**src/hdl/fpm_pkg.sv**
```systemverilog
// ----------------------------------------------------------------------------
// fpm_pkg
// Shared types and constants of the frequency and phase meter.
// ----------------------------------------------------------------------------
package fpm_pkg;

  // Field widths.
  localparam int COUNT_BITS = 16;
  localparam int TPS_BITS   = 27;
  localparam int DEG_BITS   = 9;
  localparam int PROD_BITS  = COUNT_BITS + TPS_BITS;
  localparam int DIV_BITS   = TPS_BITS + DEG_BITS;
  localparam int DIV_CNT_BITS = $clog2(DIV_BITS + 1);

  // Constants of the measurement.
  localparam logic [TPS_BITS-1:0] TPS_RESET  = TPS_BITS'(1000000);
  localparam logic [DEG_BITS-1:0] DEGREES    = DEG_BITS'(360);
  localparam logic [TPS_BITS-1:0] MAX_DEGREE = TPS_BITS'(359);

  // Job queue between front and back.
  localparam int QUEUE_DEPTH = 4;
  localparam int QPTR_BITS   = $clog2(QUEUE_DEPTH);
  localparam int QCNT_BITS   = $clog2(QUEUE_DEPTH + 1);

  // Result kinds.
  localparam logic KIND_FREQ  = 1'b0;
  localparam logic KIND_PHASE = 1'b1;

  typedef struct packed {
    logic tick;
    logic ref_edge;
    logic shift_edge;
  } fpm_in_t;

  typedef struct packed {
    logic                result_kind;
    logic [TPS_BITS-1:0] value;
    logic                zero_period;
    logic                phase_clamped;
    logic                last;
  } fpm_out_t;

  // One classified input transaction waiting for the back end.
  typedef struct packed {
    logic                  do_phase;
    logic                  do_ref;
    logic [COUNT_BITS-1:0] count;
  } fpm_job_t;

  typedef enum logic [2:0] {
    B_IDLE,
    B_PH_MUL,
    B_PH_CHECK,
    B_FR_START,
    B_DIV,
    B_EMIT
  } fpm_back_state_t;

endpackage

```
**src/hdl/fpm_front.sv**
```systemverilog
// ----------------------------------------------------------------------------
// fpm_front
// Accepts input transactions, keeps the period counter and turns every
// transaction with an edge into a job for the back end.
// ----------------------------------------------------------------------------
module fpm_front (
  input  logic             clk,
  input  logic             rst,
  input  logic             in_valid,
  output logic             in_stall,
  input  fpm_pkg::fpm_in_t in_data,
  input  logic             queue_full,
  output logic             push,
  output fpm_pkg::fpm_job_t push_job
);
  import fpm_pkg::*;

  logic [COUNT_BITS-1:0] tick_count;
  logic [COUNT_BITS-1:0] count_after;
  logic                  accept;

  // Accept whenever the job queue has room.
  assign in_stall = queue_full;
  assign accept   = in_valid && !in_stall;

  // The tick is counted before either edge is looked at.
  assign count_after = in_data.tick ? tick_count + COUNT_BITS'(1) : tick_count;

  // Only transactions carrying an edge produce work.
  assign push              = accept && (in_data.ref_edge || in_data.shift_edge);
  assign push_job.do_phase = in_data.shift_edge;
  assign push_job.do_ref   = in_data.ref_edge;
  assign push_job.count    = count_after;

  // A reference edge restarts the period.
  always_ff @(posedge clk) begin
    if (rst) begin
      tick_count <= '0;
    end else if (accept) begin
      tick_count <= in_data.ref_edge ? '0 : count_after;
    end
  end

endmodule

```
**src/hdl/fpm_queue.sv**
```systemverilog
// ----------------------------------------------------------------------------
// fpm_queue
// Small first-in first-out buffer of jobs between front and back end.
// ----------------------------------------------------------------------------
module fpm_queue (
  input  logic              clk,
  input  logic              rst,
  input  logic              push,
  input  fpm_pkg::fpm_job_t push_job,
  input  logic              pop,
  output fpm_pkg::fpm_job_t head_job,
  output logic              full,
  output logic              empty
);
  import fpm_pkg::*;

  fpm_job_t               entries [QUEUE_DEPTH];
  logic [QPTR_BITS-1:0]   wr_ptr;
  logic [QPTR_BITS-1:0]   rd_ptr;
  logic [QCNT_BITS-1:0]   fill;

  assign full     = (fill == QCNT_BITS'(QUEUE_DEPTH));
  assign empty    = (fill == '0);
  assign head_job = entries[rd_ptr];

  // Storage.
  always_ff @(posedge clk) begin
    if (push) begin
      entries[wr_ptr] <= push_job;
    end
  end

  // Pointers and fill level.
  always_ff @(posedge clk) begin
    if (rst) begin
      wr_ptr <= '0;
      rd_ptr <= '0;
      fill   <= '0;
    end else begin
      if (push) begin
        wr_ptr <= wr_ptr + QPTR_BITS'(1);
      end
      if (pop) begin
        rd_ptr <= rd_ptr + QPTR_BITS'(1);
      end
      if (push && !pop) begin
        fill <= fill + QCNT_BITS'(1);
      end else if (pop && !push) begin
        fill <= fill - QCNT_BITS'(1);
      end
    end
  end

endmodule

```
**src/hdl/fpm_div.sv**
```systemverilog
// ----------------------------------------------------------------------------
// fpm_div
// Iterative restoring divider, one quotient bit per cycle.
// ----------------------------------------------------------------------------
module fpm_div (
  input  logic                         clk,
  input  logic                         rst,
  input  logic                         start,
  input  logic [fpm_pkg::DIV_BITS-1:0] dividend,
  input  logic [fpm_pkg::TPS_BITS-1:0] divisor,
  output logic                         done,
  output logic [fpm_pkg::DIV_BITS-1:0] quotient
);
  import fpm_pkg::*;

  logic [TPS_BITS-1:0]     rem;
  logic [TPS_BITS-1:0]     dsr;
  logic [DIV_CNT_BITS-1:0] steps;
  logic                    busy;
  logic [TPS_BITS:0]       trial;
  logic                    fits;

  // Bring down the next dividend bit and try to subtract.
  assign trial = {rem, quotient[DIV_BITS-1]};
  assign fits  = (trial >= {1'b0, dsr});

  // Control.
  always_ff @(posedge clk) begin
    if (rst) begin
      busy  <= 1'b0;
      done  <= 1'b0;
      steps <= '0;
    end else begin
      done <= busy && (steps == DIV_CNT_BITS'(1));
      if (start) begin
        busy  <= 1'b1;
        steps <= DIV_CNT_BITS'(DIV_BITS);
      end else if (busy) begin
        steps <= steps - DIV_CNT_BITS'(1);
        busy  <= (steps != DIV_CNT_BITS'(1));
      end
    end
  end

  // Datapath: the quotient shifts in where the dividend shifts out.
  always_ff @(posedge clk) begin
    if (start) begin
      rem      <= '0;
      dsr      <= divisor;
      quotient <= dividend;
    end else if (busy) begin
      rem      <= fits ? TPS_BITS'(trial - {1'b0, dsr}) : trial[TPS_BITS-1:0];
      quotient <= {quotient[DIV_BITS-2:0], fits};
    end
  end

endmodule

```
**src/hdl/fpm_back.sv**
```systemverilog
// ----------------------------------------------------------------------------
// fpm_back
// Takes jobs from the queue, computes phase and frequency with the shared
// divider and holds each result in the output register.
// ----------------------------------------------------------------------------
module fpm_back (
  input  logic                         clk,
  input  logic                         rst,
  input  logic                         cfg_write,
  input  logic [fpm_pkg::TPS_BITS-1:0] cfg_data,
  input  fpm_pkg::fpm_job_t            head_job,
  input  logic                         empty,
  output logic                         pop,
  output logic                         out_valid,
  input  logic                         out_stall,
  output fpm_pkg::fpm_out_t            out_data
);
  import fpm_pkg::*;

  fpm_back_state_t     state;
  fpm_back_state_t     state_next;
  fpm_job_t            job;
  logic                cur_kind;
  logic [TPS_BITS-1:0] tps;
  logic [TPS_BITS-1:0] last_freq;
  logic [PROD_BITS-1:0] prod;
  fpm_out_t            res;
  logic                clamp;
  logic                zero_count;
  logic                out_free;
  logic                out_load;
  logic                div_start;
  logic                div_done;
  logic [DIV_BITS-1:0] dividend;
  logic [TPS_BITS-1:0] divisor;
  logic [DIV_BITS-1:0] quotient;

  // Tick rate register.
  always_ff @(posedge clk) begin
    if (rst) begin
      tps <= TPS_RESET;
    end else if (cfg_write) begin
      tps <= cfg_data;
    end
  end

  // A phase of 360 degrees or more is exactly a product at or above the rate.
  assign clamp      = (prod >= PROD_BITS'(tps));
  assign zero_count = (job.count == '0);
  assign out_free   = !out_valid || !out_stall;

  // Divider operands for the two kinds of job.
  always_comb begin
    if (state == B_PH_CHECK) begin
      dividend = DIV_BITS'(prod[TPS_BITS-1:0]) * DIV_BITS'(DEGREES);
      divisor  = tps;
    end else begin
      dividend = DIV_BITS'(tps);
      divisor  = TPS_BITS'(job.count);
    end
  end

  fpm_div u_div (
    .clk      (clk),
    .rst      (rst),
    .start    (div_start),
    .dividend (dividend),
    .divisor  (divisor),
    .done     (div_done),
    .quotient (quotient)
  );

  // Sequencer next state.
  always_comb begin
    state_next = state;
    case (state)
      B_IDLE: begin
        if (!empty) begin
          state_next = head_job.do_phase ? B_PH_MUL : B_FR_START;
        end
      end
      B_PH_MUL: begin
        state_next = B_PH_CHECK;
      end
      B_PH_CHECK: begin
        state_next = clamp ? B_EMIT : B_DIV;
      end
      B_FR_START: begin
        state_next = zero_count ? B_EMIT : B_DIV;
      end
      B_DIV: begin
        if (div_done) begin
          state_next = B_EMIT;
        end
      end
      B_EMIT: begin
        if (out_free) begin
          state_next = (cur_kind == KIND_PHASE && job.do_ref) ? B_FR_START : B_IDLE;
        end
      end
      default: begin
        state_next = B_IDLE;
      end
    endcase
  end

  // Sequencer strobes.
  always_comb begin
    pop       = 1'b0;
    div_start = 1'b0;
    out_load  = 1'b0;
    case (state)
      B_IDLE:     pop       = !empty;
      B_PH_CHECK: div_start = !clamp;
      B_FR_START: div_start = !zero_count;
      B_EMIT:     out_load  = out_free;
      default: begin
        pop       = 1'b0;
        div_start = 1'b0;
        out_load  = 1'b0;
      end
    endcase
  end

  always_ff @(posedge clk) begin
    if (rst) begin
      state <= B_IDLE;
    end else begin
      state <= state_next;
    end
  end

  // Measurement state.
  always_ff @(posedge clk) begin
    if (rst) begin
      last_freq <= '0;
    end else if (state == B_FR_START && zero_count) begin
      last_freq <= '0;
    end else if (state == B_DIV && div_done && cur_kind == KIND_FREQ) begin
      last_freq <= quotient[TPS_BITS-1:0];
    end
  end

  // Job data, product and pending result.
  always_ff @(posedge clk) begin
    if (pop) begin
      job      <= head_job;
      cur_kind <= head_job.do_phase ? KIND_PHASE : KIND_FREQ;
    end
    if (state == B_EMIT && out_free) begin
      cur_kind <= KIND_FREQ;
    end
    if (state == B_PH_MUL) begin
      prod <= PROD_BITS'(job.count) * PROD_BITS'(last_freq);
    end
    case (state)
      B_PH_CHECK: begin
        res.result_kind   <= KIND_PHASE;
        res.value         <= MAX_DEGREE;
        res.zero_period   <= 1'b0;
        res.phase_clamped <= 1'b1;
        res.last          <= !job.do_ref;
      end
      B_FR_START: begin
        res.result_kind   <= KIND_FREQ;
        res.value         <= '0;
        res.zero_period   <= 1'b1;
        res.phase_clamped <= 1'b0;
        res.last          <= 1'b1;
      end
      B_DIV: begin
        if (div_done) begin
          res.value         <= quotient[TPS_BITS-1:0];
          res.zero_period   <= 1'b0;
          res.phase_clamped <= 1'b0;
        end
      end
      default: begin
        res <= res;
      end
    endcase
  end

  // Output register.
  always_ff @(posedge clk) begin
    if (rst) begin
      out_valid <= 1'b0;
    end else if (out_load) begin
      out_valid <= 1'b1;
    end else if (!out_stall) begin
      out_valid <= 1'b0;
    end
  end

  always_ff @(posedge clk) begin
    if (out_load) begin
      out_data <= res;
    end
  end

  // A phase result never exceeds the largest whole degree.
  assert property (@(posedge clk) disable iff (rst)
    out_valid && out_data.result_kind == KIND_PHASE |-> out_data.value <= MAX_DEGREE)
    else $error("phase result above 359 degrees");

  // A zero period is reported only as a frequency of zero.
  assert property (@(posedge clk) disable iff (rst)
    out_valid && out_data.zero_period |->
      out_data.result_kind == KIND_FREQ && out_data.value == '0)
    else $error("zero period flag on a bad result");

  // Clamping belongs to phase results only.
  assert property (@(posedge clk) disable iff (rst)
    out_valid && out_data.phase_clamped |-> out_data.result_kind == KIND_PHASE)
    else $error("clamp flag on a frequency result");

  // The divider finishes only while the sequencer waits for it.
  assert property (@(posedge clk) disable iff (rst)
    div_done |-> state == B_DIV)
    else $error("divider finished outside the divide step");

  // A job is taken from the queue only when it holds one.
  assert property (@(posedge clk) disable iff (rst)
    pop |-> !empty)
    else $error("pop from an empty job queue");

endmodule

```
**src/hdl/frequency_phase_meter_core.sv**
```systemverilog
// ----------------------------------------------------------------------------
// frequency_phase_meter_core
// Reciprocal frequency and phase meter with a decoupled job queue.
// ----------------------------------------------------------------------------
// Each input transaction may count one tick and report a reference and/or a
// shifted falling edge. The front end takes one transaction per cycle while
// its four-entry job queue has room; transactions without an edge produce
// nothing. Frequency and unclamped phase results come from one shared
// restoring divider that yields one quotient bit per cycle; a clamped phase
// or a zero period skips the divider. A transaction with both edges gives
// the phase result first. Results wait in an output register, and the tick
// rate register is written through cfg_write and cfg_data.
// ----------------------------------------------------------------------------
module frequency_phase_meter_core (
  input  logic                         clk,
  input  logic                         rst,
  input  logic                         cfg_write,
  input  logic [fpm_pkg::TPS_BITS-1:0] cfg_data,
  input  logic                         in_valid,
  output logic                         in_stall,
  input  fpm_pkg::fpm_in_t             in_data,
  output logic                         out_valid,
  input  logic                         out_stall,
  output fpm_pkg::fpm_out_t            out_data
);
  import fpm_pkg::*;

  logic     push;
  logic     pop;
  logic     full;
  logic     empty;
  fpm_job_t push_job;
  fpm_job_t head_job;

  // Counting and classification.
  fpm_front u_front (
    .clk        (clk),
    .rst        (rst),
    .in_valid   (in_valid),
    .in_stall   (in_stall),
    .in_data    (in_data),
    .queue_full (full),
    .push       (push),
    .push_job   (push_job)
  );

  // Jobs waiting for the arithmetic.
  fpm_queue u_queue (
    .clk      (clk),
    .rst      (rst),
    .push     (push),
    .push_job (push_job),
    .pop      (pop),
    .head_job (head_job),
    .full     (full),
    .empty    (empty)
  );

  // Arithmetic and result delivery.
  fpm_back u_back (
    .clk       (clk),
    .rst       (rst),
    .cfg_write (cfg_write),
    .cfg_data  (cfg_data),
    .head_job  (head_job),
    .empty     (empty),
    .pop       (pop),
    .out_valid (out_valid),
    .out_stall (out_stall),
    .out_data  (out_data)
  );

endmodule
```
**config.mk**
```make
export PLATFORM = sky130hd
export DESIGN_NAME = frequency_phase_meter_core
export DESIGN_NICKNAME = d
export VERILOG_FILES = /design/src/hdl/fpm_pkg.sv /design/src/hdl/fpm_front.sv /design/src/hdl/fpm_queue.sv /design/src/hdl/fpm_div.sv /design/src/hdl/fpm_back.sv /design/src/hdl/frequency_phase_meter_core.sv
export SDC_FILE = /design/constraint.sdc
export NUM_CORES = 2
export LEC_CHECK = 0
export BUFFER_PORTS_ARGS = -buffer_cell sky130_fd_sc_hd__buf_2
export CAP_MARGIN = 20
export CELL_PAD_IN_SITES_DETAIL_PLACEMENT = 1
export CELL_PAD_IN_SITES_GLOBAL_PLACEMENT = 1
export CORE_MARGIN = 2
export CORE_UTILIZATION = 25
export CTS_BUF_LIST = sky130_fd_sc_hd__clkbuf_4 sky130_fd_sc_hd__clkbuf_8
export DETAILED_ROUTE_END_ITERATION = 10
export PLACE_DENSITY_LB_ADDON = 0.1
export SETUP_SLACK_MARGIN = 0.05
export SLEW_MARGIN = 20
export SYNTH_ARGS = -nofsm -noshare
export SYNTH_HDL_FRONTEND = slang
export SYNTH_HIERARCHICAL = 1
export SYNTH_SLANG_ARGS = --single-unit
```
**constraint.sdc**
```tcl
create_clock -name clk -period 14 [get_ports clk]
set_input_delay 0 -clock clk [delete_from_list [all_inputs] [get_ports clk]]
set_output_delay 0 -clock clk [all_outputs]
set_load 0.02 [all_outputs]
```
# Yosys cells after proc, flatten, opt, wreduce, memory -nomap -nowiden
# Memories as Yosys holds them, arrays and structs flattened. A register that Yosys moved wholly into a read port is not among the register bits.
# Cells that the tools add are included.
[word_totals] regBits=302 ram_bits=72 inputBits=35 output_inout_bits=33 wordCells=122 n_memories=1
[mem_list] name="u_queue.entries" depth=4 word_bits=18 rd=1 rd_ports_with_merged_regs=1 write_ports=1 line_no="fpm_queue.sv:17" text="fpm_job_t entries [QUEUE_DEPTH];"
[classes] add_sub_neg=7 mul=2 n_lt_le_gt_ge=2 n_eq_ne=12 muxes=35 bitwise_logic=1 reduce_logical=32
[ops] cell="36-bit 2-to-1 mux" n=3
[ops] cell="29-bit case mux with 3 select lines" n=1
[ops] cell="16-bit 2-to-1 mux" n=3
[ops] cell="43-bit by 27-bit greater-or-equal comparator with 1-bit output" n=1
[ops] cell="16-bit by 27-bit multiplier with 43-bit output" n=1
[ops] cell="27-bit by 6-bit multiplier with 33-bit output, second input constant" n=1
[ops] cell="29-bit 2-to-1 mux" n=1
[ops] cell="28-bit by 27-bit greater-or-equal comparator with 1-bit output" n=1
[ops] cell="27-bit 2-to-1 mux" n=1
[ops] cell="27-bit subtractor" n=1
[ops] cell="3-bit case mux with 6 select lines" n=1
[ops] cell="16-bit by 1-bit adder with 16-bit output, second input constant" n=1
[ops] cell="16-bit logical NOT" n=1
[ops] cell="3-bit 2-to-1 mux" n=5
[ops] cell="6-bit 2-to-1 mux" n=2
[ops] cell="1-bit 2-to-1 mux" n=11
[ops] cell="1-bit logical AND" n=10
[ops] cell="3-bit equality test, second input constant" n=3
[ops] cell="1-bit logical NOT" n=9
[ops] cell="2-bit 2-to-1 mux" n=4
[ops] cell="3-bit by 2-bit equality test with 1-bit output, second input constant" n=2
[ops] cell="6-bit by 1-bit equality test with 1-bit output, second input constant" n=1
[ops] cell="3-bit logical NOT" n=2
[ops] cell="6-bit by 1-bit inequality test with 1-bit output, second input constant" n=1
[ops] cell="15 further kinds" n=24

# Longest topological paths before layout
[logic_depth] ltp_word=8 mapped_depth=27

# Hierarchy
# The synthesis kept the hierarchy.
[by_module_without_submodules] mod="fpm_back" instances=1 cells_each=2585 area_per_inst_um2=24056.8
[by_module_without_submodules] mod="fpm_div" instances=1 cells_each=515 area_per_inst_um2=5430.2
[by_module_without_submodules] mod="fpm_queue" instances=1 cells_each=138 area_per_inst_um2=3067.9
[by_module_without_submodules] mod="fpm_front" instances=1 cells_each=141 area_per_inst_um2=1112.3

# Worst setup path after synthesis
# No wires, ideal clock.
[synth_path] kind="flip-flop to flip-flop" startpoint="reg u_back/job[5] in the netlist's numbering" endpoint="reg u_back.prod[42], data pin" setup_ns=0.260 t_arrival_ns=6.588 required_time_ns=13.740 setup_slack_ns=7.153 path_stages_with_launch=26 path_buffers=2 synth_period_minus_slack_ns=6.847 path_cell_list="edfxtp_1 -> clkbuf_1 -> clkbuf_1 -> and2_1 -> fa_1 -> inv_1 -> fa_1 -> fa_1 -> fa_1 -> inv_1 -> fa_1 -> inv_1 -> fa_1 -> inv_1 -> ha_1 -> a21oi_1 -> o21ai_0 -> a2111oi_4 -> o31ai_2 -> a2111oi_4 -> o21ai_2 -> o221ai_2 -> o21ai_2 -> a221o_1 -> a21oi_2 -> xnor2_1"
[synth_via] elab_chain_len=1
[synth_rtl] element="start: declaration" line_no="fpm_back.sv:22" text="fpm_job_t job;"
[synth_rtl] element="start signal: assignment" line_no="fpm_back.sv:147" text="job <= head_job;"
[synth_rtl] element="16-bit by 27-bit multiplier with 43-bit output" line_no="fpm_back.sv:154" text="prod <= PROD_BITS'(job.count) * PROD_BITS'(last_freq);"
[synth_rtl] element="end signal: assignment" line_no="fpm_back.sv:154"
[synth_rtl] element="end: declaration" line_no="fpm_back.sv:26" text="logic [PROD_BITS-1:0] prod;"
# No other way between the ends.
# A chain may end at the register's enable or synchronous reset.

# Worst setup path after layout
[layout_path] startpoint="reg u_back/job[12] in the netlist's numbering" endpoint="reg u_back.prod[41], data pin"
# The elaborated chain is that of the path after synthesis.

==> results.yml <==
layout:
  nFillCells: 15200
  layout-drive-gt1-share_pct: 9.016
  nNetsFinal: 4156
  final_core_util_pct: 28.63
  seqCellArea_um2: 10100
  multiInputGateArea_um2: 20700
  instances_no_fill: 5307
  syn_to_final_growth_pct: 13.63
global_routing:
  globalRouteMet2Util_pct: 28.89
  track_usage_pct: 16.59
  grt.overflow.total: 0
  grt_antenna_before_repair: 8
  grt_pass1_vias: 26470
  met3_usage_pct: 2.058
  grt_pass1_wl_mm: 170.1
  grt_busiest_layer: "met2"
  grt_max_degree: 61
  use_met1_pct: 21.67
synthesis:
  synth_area_leaders: "fa_1 24%, edfxtp_1 23%, ha_1 8.9%, dfxtp_1 7.1%, inv_1 6.7%"
  synth-edff-count: 257
  avgSynthCellArea_um2: 9.964
  synthDominantCellAreaShare_pct: 23.67
  synth_fp_nets: 4052
  ys_seq_elements: 376
  synth_ff_type: "edfxtp_1"
  yosysUniqueCellTypes: 90
  ys_seq_area_share_pct: 30.00
  synthArstFlopShare_pct: 0
  ys_warn_count: 6
  synthCells: 3379
  synth_top_cell_by_area: "fa_1"
  synthesis.area_um2: 33670
cts:
  clk_pin_slew_ns: 0.06
  cts_root_buf: "clkbuf_8"
  clk_path_buf_depth: 3
  cts_tree: "yes"
  cts-htree-levels: 3
  cts.sinks: 376
  numCtsBuffers: 70
  insertion_delay_ns: 0.75
timing:
  setup_viol: 0
  tightest_slew_ns: 1.031
  final_hold_viol_count: 0
  finalCritPeriodShare_pct: 53.65
  period_needed_ns: 7.510
  fin_worst_skew_ns: 0.04617
  timing.hold.ws_ns: 0.09398
  fmax_mhz: 133.2
  slew-limit-headroom_pct: 31.16
  drv_slew: 0
  setup_tns_ns: 0
  rsz0062_at_grt: "false"
power:
  ir_worst_vdd_mv: 0.09887
  p_int_uw: 3221
  cellLeakagePower_uw: 0.01681
  power_frac_comb_pct: 53.5
  powerDensity_nw_per_um2: 155.3
  power_switching_uw: 2720
  seqPwrFrac_pct: 27.0
  pwr-share-clk_pct: 19.5
  swShare_pct: 45.79
drt:
  via_count: 23530
  drt-vias-per-instance: 4.434
  dr.pass1.iters: 5
  drcViolationCount: 0
  dr.first_iter.drc_count: 988
  routedWlPerCell_um: 20.93
  ant_nets: 0
  drt_wl_total_mm: 111.1
setup_path:
  cp_slowest_stage_delay_ns: 0.59
  r2r_cells: 22
  path_delay_family: "adder cells"
  path_cells: "buf_4 > nand2_1 > fa_1 > inv_1 > fa_1 > fa_1 > fa_1 > fa_1 > inv_1 > fa_1 > inv_1 > ha_1 > a21o_1 > a21o_1 > a21oi_1 > nor2_1 > a2111oi_0 > o41ai_2 > a211o_1 > and4_1 > a211oi_1 > xnor2_1"
  r2r_start: "u_back/job[12]"
  cp_common_cell: "fa_1"
  cp_slowest_cell: "edfxtp_1"
  worst_setup_path_start_kind: "register"
  cp.depth: 22
  endpoint_kind: "register"
  rrSetupSlack_ns: 6.49
  crit_buf_inv: 4
  crit_start: "u_back/job[12]"
  crit_arrival_ns: 8.01
  crit_type: "register to register"
  r2r_end: "u_back/prod[41]"
  cp_max_fo: 19
  required_ns: 14.50
placement:
  gp_congestion: 0.7885
  dpl.hpwl_mm: 83.69
  io_buffer_count: 67
  dp.cells: 5098
floorplan:
  die_h_um: 371.0
  dieArea_um2: 137600
  rows: 134
  die_w_um: 371.0
  io_pins: 68
  initial_core_util_pct: 25.20
  core_um2: 133600
worst_hold_path:
  worstHoldPathCells: 3
  min-delay-start: "cfg_write"
  min_path_type: "input pin to register"
  min_to: "u_back/tps[3]"
job:
  maxCapViolations: 0
status:
  outcome: "complete, no violations"
-- metal layers --
layer / vias to the layer above / share of wire, %
met5: - / 0.011
met4: 2 / 2.4
met3: 129 / 2.2
met2: 261 / 50
met1: 12040 / 46
li1: 11100 / -
-- placed cells by master, fill, tap and decap left out, types with 11 or more instances in the layout --
cell | netlist | final
mux2_2 | 38 | 38
a21oi_1 | 123 | 123
a211oi_1 | 11 | 11
a311oi_1 | 12 | 12
nand4_1 | 26 | 26
dfxtp_1 | 119 | 119
inv_1 | 602 | 601
clkbuf_4 | 0 | 22
clkinv_1 | 1 | 11
buf_4 | 4 | 40
nor2b_1 | 17 | 17
a31oi_1 | 17 | 17
nand2_1 | 428 | 428
xnor2_1 | 72 | 72
o21ai_0 | 98 | 97
clkbuf_8 | 0 | 73
dlygate4sd3_1 | 0 | 80
fa_1 | 398 | 398
mux2i_1 | 31 | 31
xor2_1 | 35 | 35
buf_2 | 18 | 67
o211ai_1 | 14 | 14
a21o_1 | 61 | 61
edfxtp_1 | 257 | 257
nor2_1 | 151 | 150
nor3_1 | 18 | 17
nand3_1 | 18 | 18
and2_1 | 225 | 223
nand2b_1 | 22 | 21
or3_1 | 15 | 15
ha_1 | 240 | 240
-- power by group through the flow --
stage | logic, uW | clock network [uW] | registers, uW
floorplan | 2220 | 0 | 1550
global placement | 3190 | 0 | 1640
detailed placement | 3200 | 0 | 1630
CTS | 3240 | 1210 | 1610
finish | 3180 | 1160 | 1610
global route | 3590 | 1260 | 1630
-- cell usage after synthesis, drive strengths merged (10+ instances only) --
cell type / number
a31oi: 17
xor2: 35
mux2i: 31
nand2b: 22
dfxtp: 119
mux4: 18
o21ai: 107
a211oi: 13
inv: 602
ha: 240
xnor2: 72
fa: 398
or3: 17
clkbuf: 123
nand2: 430
edfxtp: 257
a311oi: 12
nand3: 18
nand4: 30
a21o: 61
a21oi: 124
nor2b: 17
and2: 226
nor3: 18
nor4: 10
o31ai: 10
nor2: 151
mux2: 39
buf: 36
o211ai: 14
o21bai: 10
-- layout make-up --
type / count / share of cell area, %
multi-input cells: 2241 / 54.10
diodes: 1 / 0.006541
well taps: 1768 / 5.782
clock buffers: 95 / 3.058
repair buffers: 191 / 3.957
clock inverters: 32 / 0.7751
flip-flops and latches: 376 / 26.40
inverters: 603 / 5.916
-- cell families (layout without fill, tap and decap cells) --
kind of cell,after synthesis,after routing,synth area share (%)
XOR/XNOR,107,107,2.784
adder cells (fa/ha/maj),638,638,32.59
AND/OR/NAND/NOR,979,979,14.16
multiplexers,88,88,3.519
AO/OA/AOI/OAI,429,429,8.265
other,0,1,0
flip-flops,376,376,30.00
buffers and inverters,762,921,8.685
-- sequential cells by signal, summed over array words and instances (netlist names), 3 cells and up, named ones only --
name and count:
u_back/job 17, u_back/last_freq 27, u_back/out_data 31, u_back/prod 43, u_back/res 31, u_back/state 3, u_back/tps 27, u_back/u_div/dsr 27
u_back/u_div/quotient 36, u_back/u_div/rem 27, u_back/u_div/steps 6, u_front/tick_count 16, u_queue/entries 72, u_queue/fill 3
-- repair_timing --
action,4_1_cts,5_1_grt
hold buffers,80,0
gates resized for setup,0,0
endpoints found under the hold margin,87,0
setup buffers,0,0
-- through the flow --
stage / cell area [um^2] / total power, uW / setup WS (ns)
after floorplan: 33670 / 3775 / 7.153
after global placement: 35900 / 4830 / 6.510
after detailed placement: 35950 / 4831 / 6.453
after CTS: 38220 / 6067 / 6.458
after global routing: 38260 / 6478 / 6.007
final: 38260 / 5941 / 6.490
-- worst reg2reg max path, delay by kind of cell, from the launching register on --
| kind | cells | cell delay [ns] |
|---|---|---|
| flip-flops | 1 | 0.59 |
| AND/OR/NAND/NOR | 3 | 0.48 |
| AO/OA/AOI/OAI | 7 | 1.90 |
| buffers and inverters | 4 | 0.58 |
| XOR/XNOR | 1 | 0.09 |
| adder cells (fa/ha/maj) | 7 | 3.62 |
-- worst max path at each step --
stage	to	slack (ns)
finish	u_back/prod[41]	6.49
global route	u_back/prod[41]	6.01
CTS	u_back/prod[42]	6.46
detailed placement	u_back/prod[42]	6.45
global placement	u_back/prod[31]	6.51
floorplan	u_back/prod[42]	7.15
Power figures use the tool's default switching activity.
